**src/hw/rtl/omst_pkg.sv**
```systemverilog
// shared types, codes and constants for the ordered multiset table
`default_nettype none

package omst_pkg;

  localparam int CAPACITY_DEF = 64;
  localparam int DATA_W       = 32;
  localparam int COUNT_W      = 7;

  // request kinds; codes 2 and 3 act as a membership test
  localparam logic [1:0] REQ_INSERT = 2'd0;
  localparam logic [1:0] REQ_REMOVE = 2'd1;

  // result status codes
  localparam logic [1:0] ST_OK   = 2'd0;
  localparam logic [1:0] ST_DUP  = 2'd1;
  localparam logic [1:0] ST_MISS = 2'd2;
  localparam logic [1:0] ST_FULL = 2'd3;

  // register select bit of the config address
  localparam logic REG_KEEP_SORTED = 1'b0;
  localparam logic REG_ALLOW_DUP   = 1'b1;

  typedef enum logic [1:0] {
    ENG_IDLE,
    ENG_SCAN,
    ENG_DONE
  } eng_state_t;

  typedef enum logic [1:0] {
    OP_INSERT,
    OP_DUPCHK,
    OP_REMOVE,
    OP_FIND
  } op_t;

  typedef struct packed {
    logic keep_sorted;
    logic allow_dup;
  } mode_t;

  typedef struct packed {
    logic [1:0]         status;
    logic [COUNT_W-1:0] entry_count;
    logic               is_empty;
  } res_t;

endpackage

`default_nettype wire

```
**src/hw/rtl/omst_engine.sv**
```systemverilog
// entry memory and the scan / shift sequencer of the ordered multiset table
`default_nettype none

module omst_engine import omst_pkg::*; #(
  parameter int CAPACITY = CAPACITY_DEF
) (
  input  logic              clk,
  input  logic              rst_n,
  input  mode_t             mode,
  input  logic              in_valid,
  output logic              in_ready,
  input  logic [1:0]        req_type,
  input  logic [DATA_W-1:0] value,
  output logic              res_valid,
  input  logic              res_ready,
  output res_t              res
);

  localparam int AW = (CAPACITY > 1) ? $clog2(CAPACITY) : 1;
  localparam int CW = $clog2(CAPACITY + 1);

  // entry memory, one read and one write port, registered read data
  logic [DATA_W-1:0] mem [CAPACITY];
  logic [DATA_W-1:0] rdata_r;
  logic              rd_en;
  logic [AW-1:0]     rd_addr;
  logic              wr_en;
  logic [AW-1:0]     wr_addr;
  logic [DATA_W-1:0] wr_data;

  always_ff @(posedge clk) begin
    if (wr_en) begin
      mem[wr_addr] <= wr_data;
    end
    if (rd_en) begin
      rdata_r <= mem[rd_addr];
    end
  end

  eng_state_t        state_r, state_nxt;
  op_t               op_r, op_nxt;
  logic [DATA_W-1:0] value_r, value_nxt;
  logic [DATA_W-1:0] carry_r, carry_nxt;
  logic              flag_r, flag_nxt;      // placing on insert, deleted on remove
  logic              stop_r, stop_nxt;      // ordered remove passed a larger entry
  logic [CW-1:0]     rd_idx_r, rd_idx_nxt;
  logic [CW-1:0]     wr_ptr_r, wr_ptr_nxt;
  logic              proc_valid_r;
  logic [AW-1:0]     proc_idx_r;
  logic [CW-1:0]     occ_r, occ_nxt;
  logic [1:0]        status_r, status_nxt;

  logic              eq;
  logic              gt;
  logic              full;
  logic              term;
  logic              del;
  logic [CW+COUNT_W-1:0] occ_ext;

  assign eq   = (rdata_r == value_r);
  assign gt   = ($signed(rdata_r) > $signed(value_r));
  assign full = (occ_r == CW'(CAPACITY));
  assign del  = eq && (mode.allow_dup ? !stop_r : !flag_r);

  always_comb begin
    state_nxt  = state_r;
    op_nxt     = op_r;
    value_nxt  = value_r;
    carry_nxt  = carry_r;
    flag_nxt   = flag_r;
    stop_nxt   = stop_r;
    rd_idx_nxt = rd_idx_r;
    wr_ptr_nxt = wr_ptr_r;
    occ_nxt    = occ_r;
    status_nxt = status_r;
    rd_en      = 1'b0;
    rd_addr    = rd_idx_r[AW-1:0];
    wr_en      = 1'b0;
    wr_addr    = proc_idx_r;
    wr_data    = carry_r;
    term       = 1'b0;
    in_ready   = 1'b0;
    res_valid  = 1'b0;

    unique case (state_r)
      ENG_IDLE: begin
        in_ready = 1'b1;
        if (in_valid) begin
          value_nxt  = value;
          carry_nxt  = value;
          flag_nxt   = 1'b0;
          stop_nxt   = 1'b0;
          rd_idx_nxt = '0;
          wr_ptr_nxt = '0;
          state_nxt  = ENG_SCAN;
          unique case (req_type)
            REQ_INSERT: op_nxt = mode.keep_sorted ? OP_INSERT : OP_DUPCHK;
            REQ_REMOVE: op_nxt = OP_REMOVE;
            default:    op_nxt = OP_FIND;
          endcase
        end
      end

      ENG_SCAN: begin
        if (proc_valid_r) begin
          unique case (op_r)
            OP_FIND: begin
              if (eq) begin
                term       = 1'b1;
                status_nxt = ST_OK;
                state_nxt  = ENG_DONE;
              end
            end
            OP_DUPCHK: begin
              if (eq && !mode.allow_dup) begin
                term       = 1'b1;
                status_nxt = ST_DUP;
                state_nxt  = ENG_DONE;
              end
            end
            OP_INSERT: begin
              if (!flag_r && !mode.allow_dup && eq) begin
                term       = 1'b1;
                status_nxt = ST_DUP;
                state_nxt  = ENG_DONE;
              end else if (flag_r || gt) begin
                if (!flag_r && full) begin
                  term       = 1'b1;
                  status_nxt = ST_FULL;
                  state_nxt  = ENG_DONE;
                end else begin
                  // ripple the held word one place toward the back
                  wr_en     = 1'b1;
                  wr_addr   = proc_idx_r;
                  wr_data   = carry_r;
                  carry_nxt = rdata_r;
                  flag_nxt  = 1'b1;
                end
              end
            end
            OP_REMOVE: begin
              if (del) begin
                flag_nxt = 1'b1;
              end else begin
                // compact kept entries down to the write pointer
                wr_en      = 1'b1;
                wr_addr    = wr_ptr_r[AW-1:0];
                wr_data    = rdata_r;
                wr_ptr_nxt = wr_ptr_r + 1'b1;
              end
              if (mode.keep_sorted && gt) begin
                stop_nxt = 1'b1;
              end
            end
            default: ;
          endcase
        end

        if (!term && (rd_idx_r < occ_r)) begin
          rd_en      = 1'b1;
          rd_idx_nxt = rd_idx_r + 1'b1;
        end else if (!term && !proc_valid_r) begin
          // pass complete
          unique case (op_r)
            OP_FIND: begin
              status_nxt = ST_MISS;
              state_nxt  = ENG_DONE;
            end
            OP_DUPCHK: begin
              if (full) begin
                status_nxt = ST_FULL;
                state_nxt  = ENG_DONE;
              end else begin
                op_nxt     = OP_INSERT;
                flag_nxt   = 1'b1;
                carry_nxt  = value_r;
                rd_idx_nxt = '0;
              end
            end
            OP_INSERT: begin
              if (full) begin
                status_nxt = ST_FULL;
              end else begin
                wr_en      = 1'b1;
                wr_addr    = occ_r[AW-1:0];
                wr_data    = carry_r;
                occ_nxt    = occ_r + 1'b1;
                status_nxt = ST_OK;
              end
              state_nxt = ENG_DONE;
            end
            OP_REMOVE: begin
              occ_nxt    = wr_ptr_r;
              status_nxt = flag_r ? ST_OK : ST_MISS;
              state_nxt  = ENG_DONE;
            end
            default: ;
          endcase
        end
      end

      ENG_DONE: begin
        res_valid = 1'b1;
        if (res_ready) begin
          state_nxt = ENG_IDLE;
        end
      end

      default: state_nxt = ENG_IDLE;
    endcase
  end

  always_ff @(posedge clk) begin
    if (!rst_n) begin
      state_r      <= ENG_IDLE;
      occ_r        <= '0;
      proc_valid_r <= 1'b0;
    end else begin
      state_r      <= state_nxt;
      occ_r        <= occ_nxt;
      proc_valid_r <= rd_en;
    end
  end

  always_ff @(posedge clk) begin
    op_r       <= op_nxt;
    value_r    <= value_nxt;
    carry_r    <= carry_nxt;
    flag_r     <= flag_nxt;
    stop_r     <= stop_nxt;
    rd_idx_r   <= rd_idx_nxt;
    wr_ptr_r   <= wr_ptr_nxt;
    status_r   <= status_nxt;
    proc_idx_r <= rd_addr;
  end

  assign occ_ext         = {{COUNT_W{1'b0}}, occ_r};
  assign res.status      = status_r;
  assign res.entry_count = occ_ext[COUNT_W-1:0];
  assign res.is_empty    = (occ_r == '0);

endmodule

`default_nettype wire

```
**src/hw/rtl/ordered_multiset_table_top.sv**
```systemverilog
// top level of the ordered multiset table: config registers, engine, result register
//
//  channel  dir  ports                         word
//  in       in   in_tvalid/in_tready           tuser: req_type, tdata: value
//  out      out  out_tvalid/out_tready         tuser: status, tdata: entry_count, is_empty
//  cfg      in   cfg_psel/penable/pwrite/...   reg 0 keep_sorted @0, reg 1 allow_duplicates @4
//
// a request takes at most one pass over the stored entries; an unordered insert takes two
// passes, a duplicate check and then the insert (a full table ends after the first)
// the pass length is set by the single entry memory: one entry read and one written per cycle
// reset (rst_n low, synchronous) empties the table at once; no clearing pass
// a finished result waits in the output register while the next word is taken;
// the engine holds its result only when that register is still full
`default_nettype none

module ordered_multiset_table_top import omst_pkg::*; #(
  parameter int CAPACITY = CAPACITY_DEF
) (
  input  logic        clk,
  input  logic        rst_n,
  // request stream
  input  logic        in_tvalid,
  output logic        in_tready,
  input  logic [31:0] in_tdata,    // [31:0] value
  input  logic [1:0]  in_tuser,    // [1:0] req_type
  // result stream
  output logic        out_tvalid,
  input  logic        out_tready,
  output logic [7:0]  out_tdata,   // [6:0] entry_count, [7] is_empty
  output logic [1:0]  out_tuser,   // [1:0] status
  // config port
  input  logic        cfg_psel,
  input  logic        cfg_penable,
  input  logic        cfg_pwrite,
  input  logic [2:0]  cfg_paddr,
  input  logic [31:0] cfg_pwdata,
  output logic [31:0] cfg_prdata,
  output logic        cfg_pready
);

  // mode registers
  logic  keep_sorted_r, keep_sorted_nxt;
  logic  allow_dup_r, allow_dup_nxt;
  logic  cfg_wr;
  mode_t mode;

  assign cfg_pready = 1'b1;
  assign cfg_wr     = cfg_psel && cfg_penable && cfg_pwrite && cfg_pready;

  always_comb begin
    keep_sorted_nxt = keep_sorted_r;
    allow_dup_nxt   = allow_dup_r;
    if (cfg_wr) begin
      // the select bit picks the register, low address bits are ignored
      unique case (cfg_paddr[2])
        REG_KEEP_SORTED: keep_sorted_nxt = cfg_pwdata[0];
        REG_ALLOW_DUP:   allow_dup_nxt   = cfg_pwdata[0];
        default: ;
      endcase
    end
  end

  always_comb begin
    unique case (cfg_paddr[2])
      REG_KEEP_SORTED: cfg_prdata = {31'b0, keep_sorted_r};
      REG_ALLOW_DUP:   cfg_prdata = {31'b0, allow_dup_r};
      default:         cfg_prdata = '0;
    endcase
  end

  assign mode.keep_sorted = keep_sorted_r;
  assign mode.allow_dup   = allow_dup_r;

  // engine
  logic res_valid;
  logic res_ready;
  res_t res;

  omst_engine #(
    .CAPACITY (CAPACITY)
  ) u_engine (
    .clk       (clk),
    .rst_n     (rst_n),
    .mode      (mode),
    .in_valid  (in_tvalid),
    .in_ready  (in_tready),
    .req_type  (in_tuser),
    .value     (in_tdata),
    .res_valid (res_valid),
    .res_ready (res_ready),
    .res       (res)
  );

  // output register, parts the engine from the result stream
  logic out_valid_r, out_valid_nxt;
  res_t out_res_r;
  logic load;

  assign res_ready = !out_valid_r || out_tready;
  assign load      = res_valid && res_ready;

  always_comb begin
    out_valid_nxt = out_valid_r;
    if (load) begin
      out_valid_nxt = 1'b1;
    end else if (out_tready) begin
      out_valid_nxt = 1'b0;
    end
  end

  always_ff @(posedge clk) begin
    if (!rst_n) begin
      keep_sorted_r <= 1'b1;
      allow_dup_r   <= 1'b0;
      out_valid_r   <= 1'b0;
    end else begin
      keep_sorted_r <= keep_sorted_nxt;
      allow_dup_r   <= allow_dup_nxt;
      out_valid_r   <= out_valid_nxt;
    end
  end

  always_ff @(posedge clk) begin
    if (load) begin
      out_res_r <= res;
    end
  end

  assign out_tvalid = out_valid_r;
  assign out_tuser  = out_res_r.status;
  assign out_tdata  = {out_res_r.is_empty, out_res_r.entry_count};

endmodule

`default_nettype wire

```
**config.mk**
```make
export PLATFORM = sky130hd
export DESIGN_NAME = ordered_multiset_table_top
export DESIGN_NICKNAME = d
export VERILOG_FILES = /design/src/hw/rtl/omst_pkg.sv /design/src/hw/rtl/omst_engine.sv /design/src/hw/rtl/ordered_multiset_table_top.sv
export SDC_FILE = /design/constraint.sdc
export NUM_CORES = 2
export LEC_CHECK = 0
export BUFFER_PORTS_ARGS = -buffer_cell sky130_fd_sc_hd__buf_2
export CORE_UTILIZATION = 60
export DETAILED_ROUTE_END_ITERATION = 10
export PLACE_DENSITY = 0.76
export SYNTH_ARGS = -nofsm -noshare
export SYNTH_HDL_FRONTEND = slang
export SYNTH_HIERARCHICAL = 1
export SYNTH_SLANG_ARGS = --single-unit
```
**constraint.sdc**
```tcl
create_clock -name clk -period 7.4 [get_ports clk]
set_input_delay 0 -clock clk [delete_from_list [all_inputs] [get_ports clk]]
set_output_delay 0 -clock clk [all_outputs]
set_load 0.01 [all_outputs]
```
## Word-level counts from Yosys, hierarchy flattened

Memory sizes are Yosys's and may differ from the RTL's. A register that Yosys moved wholly into a read port is not among the register bits.
Index checks and enable logic that the tools add are counted.

- Memory bits (writable): 2048
- Logic and storage cells: 204
- Memories: 1
- Bits of input ports: 76
- Bits in latches: 0
- Output and inout port bits: 45
- ROM bits: 0
- Flip-flop bits (word level): 113

Memory list:

| memory | depth | bits a word | read ports | clocked after memory_dff | wr ports | RTL line | RTL |
|---|---|---|---|---|---|---|---|
| u_engine.mem | 64 | 32 | 1 | 1 | 1 | omst_engine.sv:23 | `logic [DATA_W-1:0] mem [CAPACITY];` |

- Equal/unequal tests: 22
- Shift operators: 0
- Bitwise operators: 2
- Div/mod/pow operators: 0
- Multiply operators: 0
- Mux-type cells: 119
- Reductions and logical operators: 37
- Order comparisons: 2
- Add/sub/neg operators: 3

Operators by type and width:

| kind | number |
|---|---|
| $mux 32 | 18 |
| $pmux 32 s2 | 2 |
| $mux 7 | 9 |
| $mux 2 | 27 |
| $mux 6 | 8 |
| $pmux 7 s2 | 3 |
| $mux 1 | 40 |
| $eq 32x32->1 | 1 |
| $gt 32x32->1 | 1 |
| $add 7x1->7 const B | 3 |
| $reduce_and 5->1 | 4 |
| $pmux 2 s3 | 3 |
| $ne 2x2->1 const B | 8 |
| $pmux 2 s2 | 3 |
| $logic_and 1x1->1 | 11 |
| $reduce_and 2->1 | 5 |
| $pmux 1 s2 | 4 |
| $pmux 2 s4 | 1 |
| $eq 7x7->1 const B | 1 |
| $logic_not 7->1 | 1 |
| $lt 7x7->1 | 1 |
| $eq 2x1->1 const B | 3 |
| $eq 2x2->1 const B | 3 |
| $logic_not 1->1 | 6 |
| 11 further kinds | 19 |

## Depth between registers and ports, before layout

- Word-level depth: 15
- Mapped depth: 14
- Gate-level depth less buffers: 11

## By module

Netlist, hierarchy kept.

Modules (own cells, without submodules):

| module | instances | cells an instance | area each (um^2) | sequential area each (um^2) |
|---|---|---|---|---|
| omst_engine | 1 | 3710 | 85210.5 | 65302.6 |
| ordered_multiset_table_top | 1 | 60 | 698.2 | 360.3 |

## Least setup slack after synthesis

OpenSTA, ideal clock, no wires.

- Path kind: register to register
- Start: reg u_engine.rdata_r[31], read port of u_engine.mem
- End: mem u_engine.mem[59][0], enable pin
- Setup time: 0.502 ns
- Period minus slack after synthesis: 6.192 ns
- Path slack: 1.208 ns
- Cell stages (with the launch flop): 13
- Arrival: 5.690 ns
- Data required time: 6.898 ns
- Path buffers: 3
- Cells stage by stage: edfxtp_1 -> ha_1 -> nand4_2 -> nor4_4 -> o311ai_1 -> and3_1 -> mux2i_1 -> o31a_1 -> buf_6 -> a21o_1 -> buf_6 -> buf_6 -> nor4_1

- Word-level cells in the longest chain between the ends: 14
- Elaborated cells between the ends (all ways): 36
- Those cells by class: order compare (1); eq/ne (1); mux (27); reduce/logical (7)

RTL lines:

| item | RTL line | RTL |
|---|---|---|
| start, declared | omst_engine.sv:24 | `logic [DATA_W-1:0] rdata_r;` |
| $gt 32x32->1 | omst_engine.sv:61 | `assign gt = ($signed(rdata_r) > $signed(value_r));` |
| $logic_or 1x1->1 | omst_engine.sv:126 | `end else if (flag_r \|\| gt) begin` |
| $mux 1 | omst_engine.sv:126 |  |
| $mux 1 | omst_engine.sv:122 | `if (!flag_r && !mode.allow_dup && eq) begin` |
| $pmux 1 s3 | omst_engine.sv:106 | `unique case (op_r)` |
| $mux 1 | omst_engine.sv:105 | `if (proc_valid_r) begin` |
| $mux 1 | omst_engine.sv:85 | `unique case (state_r)` |
| $logic_not 1->1 | omst_engine.sv:159, omst_engine.sv:162 |  |
| $logic_and 1x1->1 | omst_engine.sv:162 | `end else if (!term && !proc_valid_r) begin` |
| $mux 1 | omst_engine.sv:162 |  |
| $mux 1 | omst_engine.sv:159 | `if (!term && (rd_idx_r < occ_r)) begin` |
| $mux 1 | omst_engine.sv:85 |  |
| $mux 1 | omst_engine.sv:32 | `if (wr_en) begin` |
| $mux 1 (implied by the code) | omst_engine.sv:33 | `mem[wr_addr] <= wr_data;` |
| end, declared | omst_engine.sv:23 |  |

Several ways; a longest one is shown, not always the timed one. The select of a mux whose other input is x is not followed.

## Final worst setup path

- Start: reg u_engine.state_r[1]
- End: mem u_engine.mem[45][8], enable pin

- Word-level cells in the longest chain between the ends: 4
- Elaborated cells between the ends (all ways): 5
- Those cells by class: eq/ne (1); mux (4)

RTL lines:

| item | RTL line | RTL |
|---|---|---|
| start, declared | omst_engine.sv:40 | `eng_state_t state_r, state_nxt;` |
| start signal, assigned | omst_engine.sv:219 | `state_r <= state_nxt;` |
| $eq 2x1->1 * | omst_engine.sv:85 |  |
| $mux 1 | omst_engine.sv:85 |  |
| $mux 1 | omst_engine.sv:32 |  |
| $mux 1 (implied by the code) | omst_engine.sv:33 |  |

Mark *: on every way between the ends. The rest lies on a longest branch, timed or not.

==> key figures <==
Setup path
  – Critical path class: reg2reg
  – Maximum fanout along the worst path: 82
  – Kind of capture point of the worst setup path: flop
  – Worst flop-to-flop path startpoint: u_engine/state_r[1]
  – Startpoint types: flop
  – Crit path launch: u_engine/state_r[1]
  – Critical path required time: 7890 ps
  – Worst endpoint data arrival time: 5970 ps

Die
  – Row cnt: 138
  – Effective utilization at floorplan: 60.6%
  – Die area: 0.145 sq mm
  – Die Span X: 380 um
  – Placeable core region: 0.142 sq mm
  – Boundary Pins: 121
  – Die height: 380 um

Clocking
  – Clock tree buffer depth: 3
  – PostCTS Resize Cnt: 0
  – Num Clock Sinks: 2193
  – Later-pin clock latency in the skew report: 830 ps
  – Cell at the root of the clock tree: sky130_fd_sc_hd__clkbuf_16
  – Post-CTS clock slew at the launch and capture registers of the worst setup and hold paths: 60 ps
  – Clock H-tree levels: 4
  – CTS buffer count: 205
  – Clock tree from TritonCTS: done

Placement
  – Number of buffers added on ports: 55
  – Routability Congestion: 0.853
  – HPWL reported at the end of detailed placement: 106000 um
  – Post-placement cell area: 0.0892 sq mm
  – Worst setup timing slack at the placement stage: 2160 ps

Timing
  – Final critical-path share of the clock period: 74.1%
  – Relative max-transition margin: 7.76%
  – Setup Total Neg Slack: 0 ps
  – Unrepaired setup endpoints after global routing: false
  – Clock tree skew after final layout: 27.7 ps
  – F_max: 182 MHz
  – Number of failing hold endpoints at the final stage: 0
  – Total setup violations reported at the end of the flow: 0
  – Transition at the pin with the smallest max-transition slack: 1380 ps
  – Time the final worst path needs with I/O delays and setup: 5480 ps
  – Number of pins with negative max-slew slack in the final report: 0
  – Setup ws final: 1920 ps

Global routing
  – Number of global-route vias before repair: 42.8k
  – Overall fraction of global-route tracks in use: 29.1%
  – Remaining global-route overflow: 0
  – Initial antenna violation count: 19
  – Met3 track demand over resource in global routing: 6.47%
  – GRT met2 Usage: 47.4%
  – Global-route wire length before repair: 300000 um
  – Most used routing layer in global routing: met2
  – Largest net degree at the start of global routing: 108
  – Met1 demand-to-capacity share in global routing: 40.0%

Routing
  – Number of DRC violations after detailed routing: 0
  – Via count: 41.9k
  – Remaining number of nets flagged by the antenna check after routing: 0
  – Number of vias per cell after detailed routing: 6.85
  – Number of violations reported at the end of detailed-routing iteration 0: 6140
  – DRT Wirelength: 207000 um
  – Routed wirelength normalized by instance count: 33.9 um
  – First-pass detailed-route iteration total: 8

Logic synthesis
  – Post-Syn Instances: 3770
  – #FFs+latches synth: 2193
  – Number of flops mapped to enable cells by yosys: 2174
  – Share of the yosys chip area belonging to registers: 76.4%
  – Post-synth top area share: 76.0%
  – Largest cells by area after synthesis: sky130_fd_sc_hd__edfxtp_1 76%, sky130_fd_sc_hd__mux4_2 18%, sky130_fd_sc_hd__clkbuf_1 0.63%, sky130_fd_sc_hd__ha_1 0.61%, sky130_fd_sc_hd__nand2_1 0.60%
  – Yosys synthesis warning count: 6
  – Main flop type after synthesis: sky130_fd_sc_hd__edfxtp_1
  – Mapped Area: 0.0859 sq mm
  – Largest area contributor in the netlist: sky130_fd_sc_hd__edfxtp_1
  – Async S/R FF share, synth: 0%
  – Synthesized area divided by synthesized cell count: 22.8 sq um
  – Number of library cell types mapped by synthesis: 64

Layout
  – Filler cells: 8214
  – Post-Layout Inst Area: 0.0963 sq mm
  – Share of cells above drive strength 1: 29.5%
  – Area grow syn2layout: 12.1%
  – Number of nets in the finished design: 4172

Outcome
  – Result of the run: finished, final reports clean

Power and ir drop
  – Leak: 30.2 nW
  – Largest voltage drop on the vdd net: 0.419 mV
  – PD cells: 387 mW/mm^2

Hold path
  – Startpoint of the tightest hold check path: in_tdata[6]
  – Kind of path behind the tightest hold check: in2reg

Job
  – Max_cap viols: 0
[sequential cells by signal (all words and copies together), names as in the netlist]
name / count
allow_dup_r: 1
u_engine/stop_r: 1
u_engine/state_r: 2
u_engine/proc_valid_r: 1
u_engine/carry_r: 32
out_tvalid: 1
keep_sorted_r: 1
u_engine/rd_idx_r: 7
out_tdata: 8
u_engine/status_r: 2
out_tuser: 2
u_engine/value_r: 32
u_engine/rdata_r: 32
u_engine/mem: 2048
u_engine/flag_r: 1
u_engine/wr_ptr_r: 7
u_engine/proc_idx_r: 6
u_engine/occ_r: 7
u_engine/op_r: 2
[layer usage]
layer  routed length (um)  share of wire (%)
met5                   34              0.016
met4                 5760                2.8
met3                23500                 11
met2               103000                 50
met1                74400                 36
[metrics by stage]
step / utilization (%) / cells / hold slack [ps] / power, W
after floorplan: - / 3800 / 98.9 / 0.0235
after global placement: 62.9 / 5660 / 199 / 0.0269
after detailed placement: 62.9 / 5660 / 195 / 0.0272
after CTS: 67.9 / 6114 / 2.38 / 0.0373
after global routing: 67.9 / 6115 / 48.5 / 0.0384
final: 67.9 / 6117 / 66.4 / 0.0373
[logic make-up after synthesis]
group,synth area share [%]
compound gates,1.21
other cells,0.00874
flops,76.4
fa+ha+maj,0.612
buf+inv,1.49
simple gates,2.07
xor+xnor,0.102
mux,18.1
[worst max-delay path, stage by stage (launching register included)]
cell and delay (ps):
sky130_fd_sc_hd__dfxtp_1 360, sky130_fd_sc_hd__nand2b_4 810, sky130_fd_sc_hd__clkinv_1 980, sky130_fd_sc_hd__nand2_1 320
sky130_fd_sc_hd__nor3b_1 100, sky130_fd_sc_hd__a221oi_2 480, sky130_fd_sc_hd__nand2b_1 150, sky130_fd_sc_hd__a211o_1 580
sky130_fd_sc_hd__nor3_2 920, sky130_fd_sc_hd__buf_4 420
[layout by cell type (no fill, tap or decap), types with 7 or more instances in the layout]
master                          instances
sky130_fd_sc_hd__clkinv_2              32
sky130_fd_sc_hd__nand2_2               10
sky130_fd_sc_hd__mux4_2               672
sky130_fd_sc_hd__nand2b_1               7
sky130_fd_sc_hd__clkbuf_16            208
sky130_fd_sc_hd__clkbuf_1              54
sky130_fd_sc_hd__nor3_2                30
sky130_fd_sc_hd__dlygate4sd3_1         77
sky130_fd_sc_hd__inv_1                 44
sky130_fd_sc_hd__and3_1                 9
sky130_fd_sc_hd__o21ai_0               54
sky130_fd_sc_hd__bufinv_16             10
sky130_fd_sc_hd__nand2_1              127
sky130_fd_sc_hd__buf_2                 55
sky130_fd_sc_hd__nand4_1                7
sky130_fd_sc_hd__edfxtp_1            2174
sky130_fd_sc_hd__conb_1                32
sky130_fd_sc_hd__buf_4                143
sky130_fd_sc_hd__and2_1                18
sky130_fd_sc_hd__dfxtp_1               19
sky130_fd_sc_hd__nor3_1                38
sky130_fd_sc_hd__buf_12                 7
sky130_fd_sc_hd__nor4_2                34
sky130_fd_sc_hd__xnor2_1                7
sky130_fd_sc_hd__mux2i_1               38
sky130_fd_sc_hd__clkinv_1              51
sky130_fd_sc_hd__nand3_1               14
sky130_fd_sc_hd__nor2_1                33
sky130_fd_sc_hd__ha_1                  42
sky130_fd_sc_hd__nor2b_1               10
sky130_fd_sc_hd__a21oi_1               65
[timing repair]
| action | CTS | global route |
|---|---|---|
| buffers inserted | 0 | 0 |
| hold buffers | 77 | 0 |
| hold endpoints to repair | 124 | 0 |
[cell usage after synthesis, types with 18 or more instances]
master / number
sky130_fd_sc_hd__buf_4: 32
sky130_fd_sc_hd__edfxtp_1: 2174
sky130_fd_sc_hd__clkbuf_1: 145
sky130_fd_sc_hd__mux2i_1: 38
sky130_fd_sc_hd__and2_1: 18
sky130_fd_sc_hd__mux4_2: 672
sky130_fd_sc_hd__nand2_1: 137
sky130_fd_sc_hd__nor2_1: 34
sky130_fd_sc_hd__nor4_1: 36
sky130_fd_sc_hd__ha_1: 42
sky130_fd_sc_hd__o21ai_0: 55
sky130_fd_sc_hd__a21oi_1: 66
sky130_fd_sc_hd__buf_2: 42
sky130_fd_sc_hd__nor3_1: 68
sky130_fd_sc_hd__inv_1: 44
sky130_fd_sc_hd__dfxtp_1: 19
[layout make-up]
type | count | area, sq um | area share (%)
Antenna cell | 3 | 7.51 | 0.00780
Clock buffer | 265 | 5450 | 5.66
Clock inverter | 112 | 882 | 0.916
Inverter | 45 | 169 | 0.175
Multi-Input combinational cell | 1327 | 19500 | 20.3
Sequential cell | 2193 | 65700 | 68.2
Tap cell | 1890 | 2360 | 2.46
Timing Repair Buffer | 282 | 2260 | 2.35
[report_power, final]
| part | switching, W | internal [W] | total (W) |
|---|---|---|---|
| clock network | 0.00447 | 0.00554 | 0.0100 |
| logic | 0.00684 | 0.00427 | 0.0111 |
| registers | 0.000255 | 0.0159 | 0.0162 |
| total | 0.0116 | 0.0258 | 0.0373 |
[final timing paths]
path                            slack (ps)  cells past startpoint                  end
worst max register to register        1920                      9  u_engine/mem[45][8]
worst min register to register         540                      0         out_tdata[6]
worst max-delay path                  1920                      9  u_engine/mem[45][8]
worst min-delay path                    70                      2  u_engine/value_r[6]
Power figures use the tool's default switching activity.
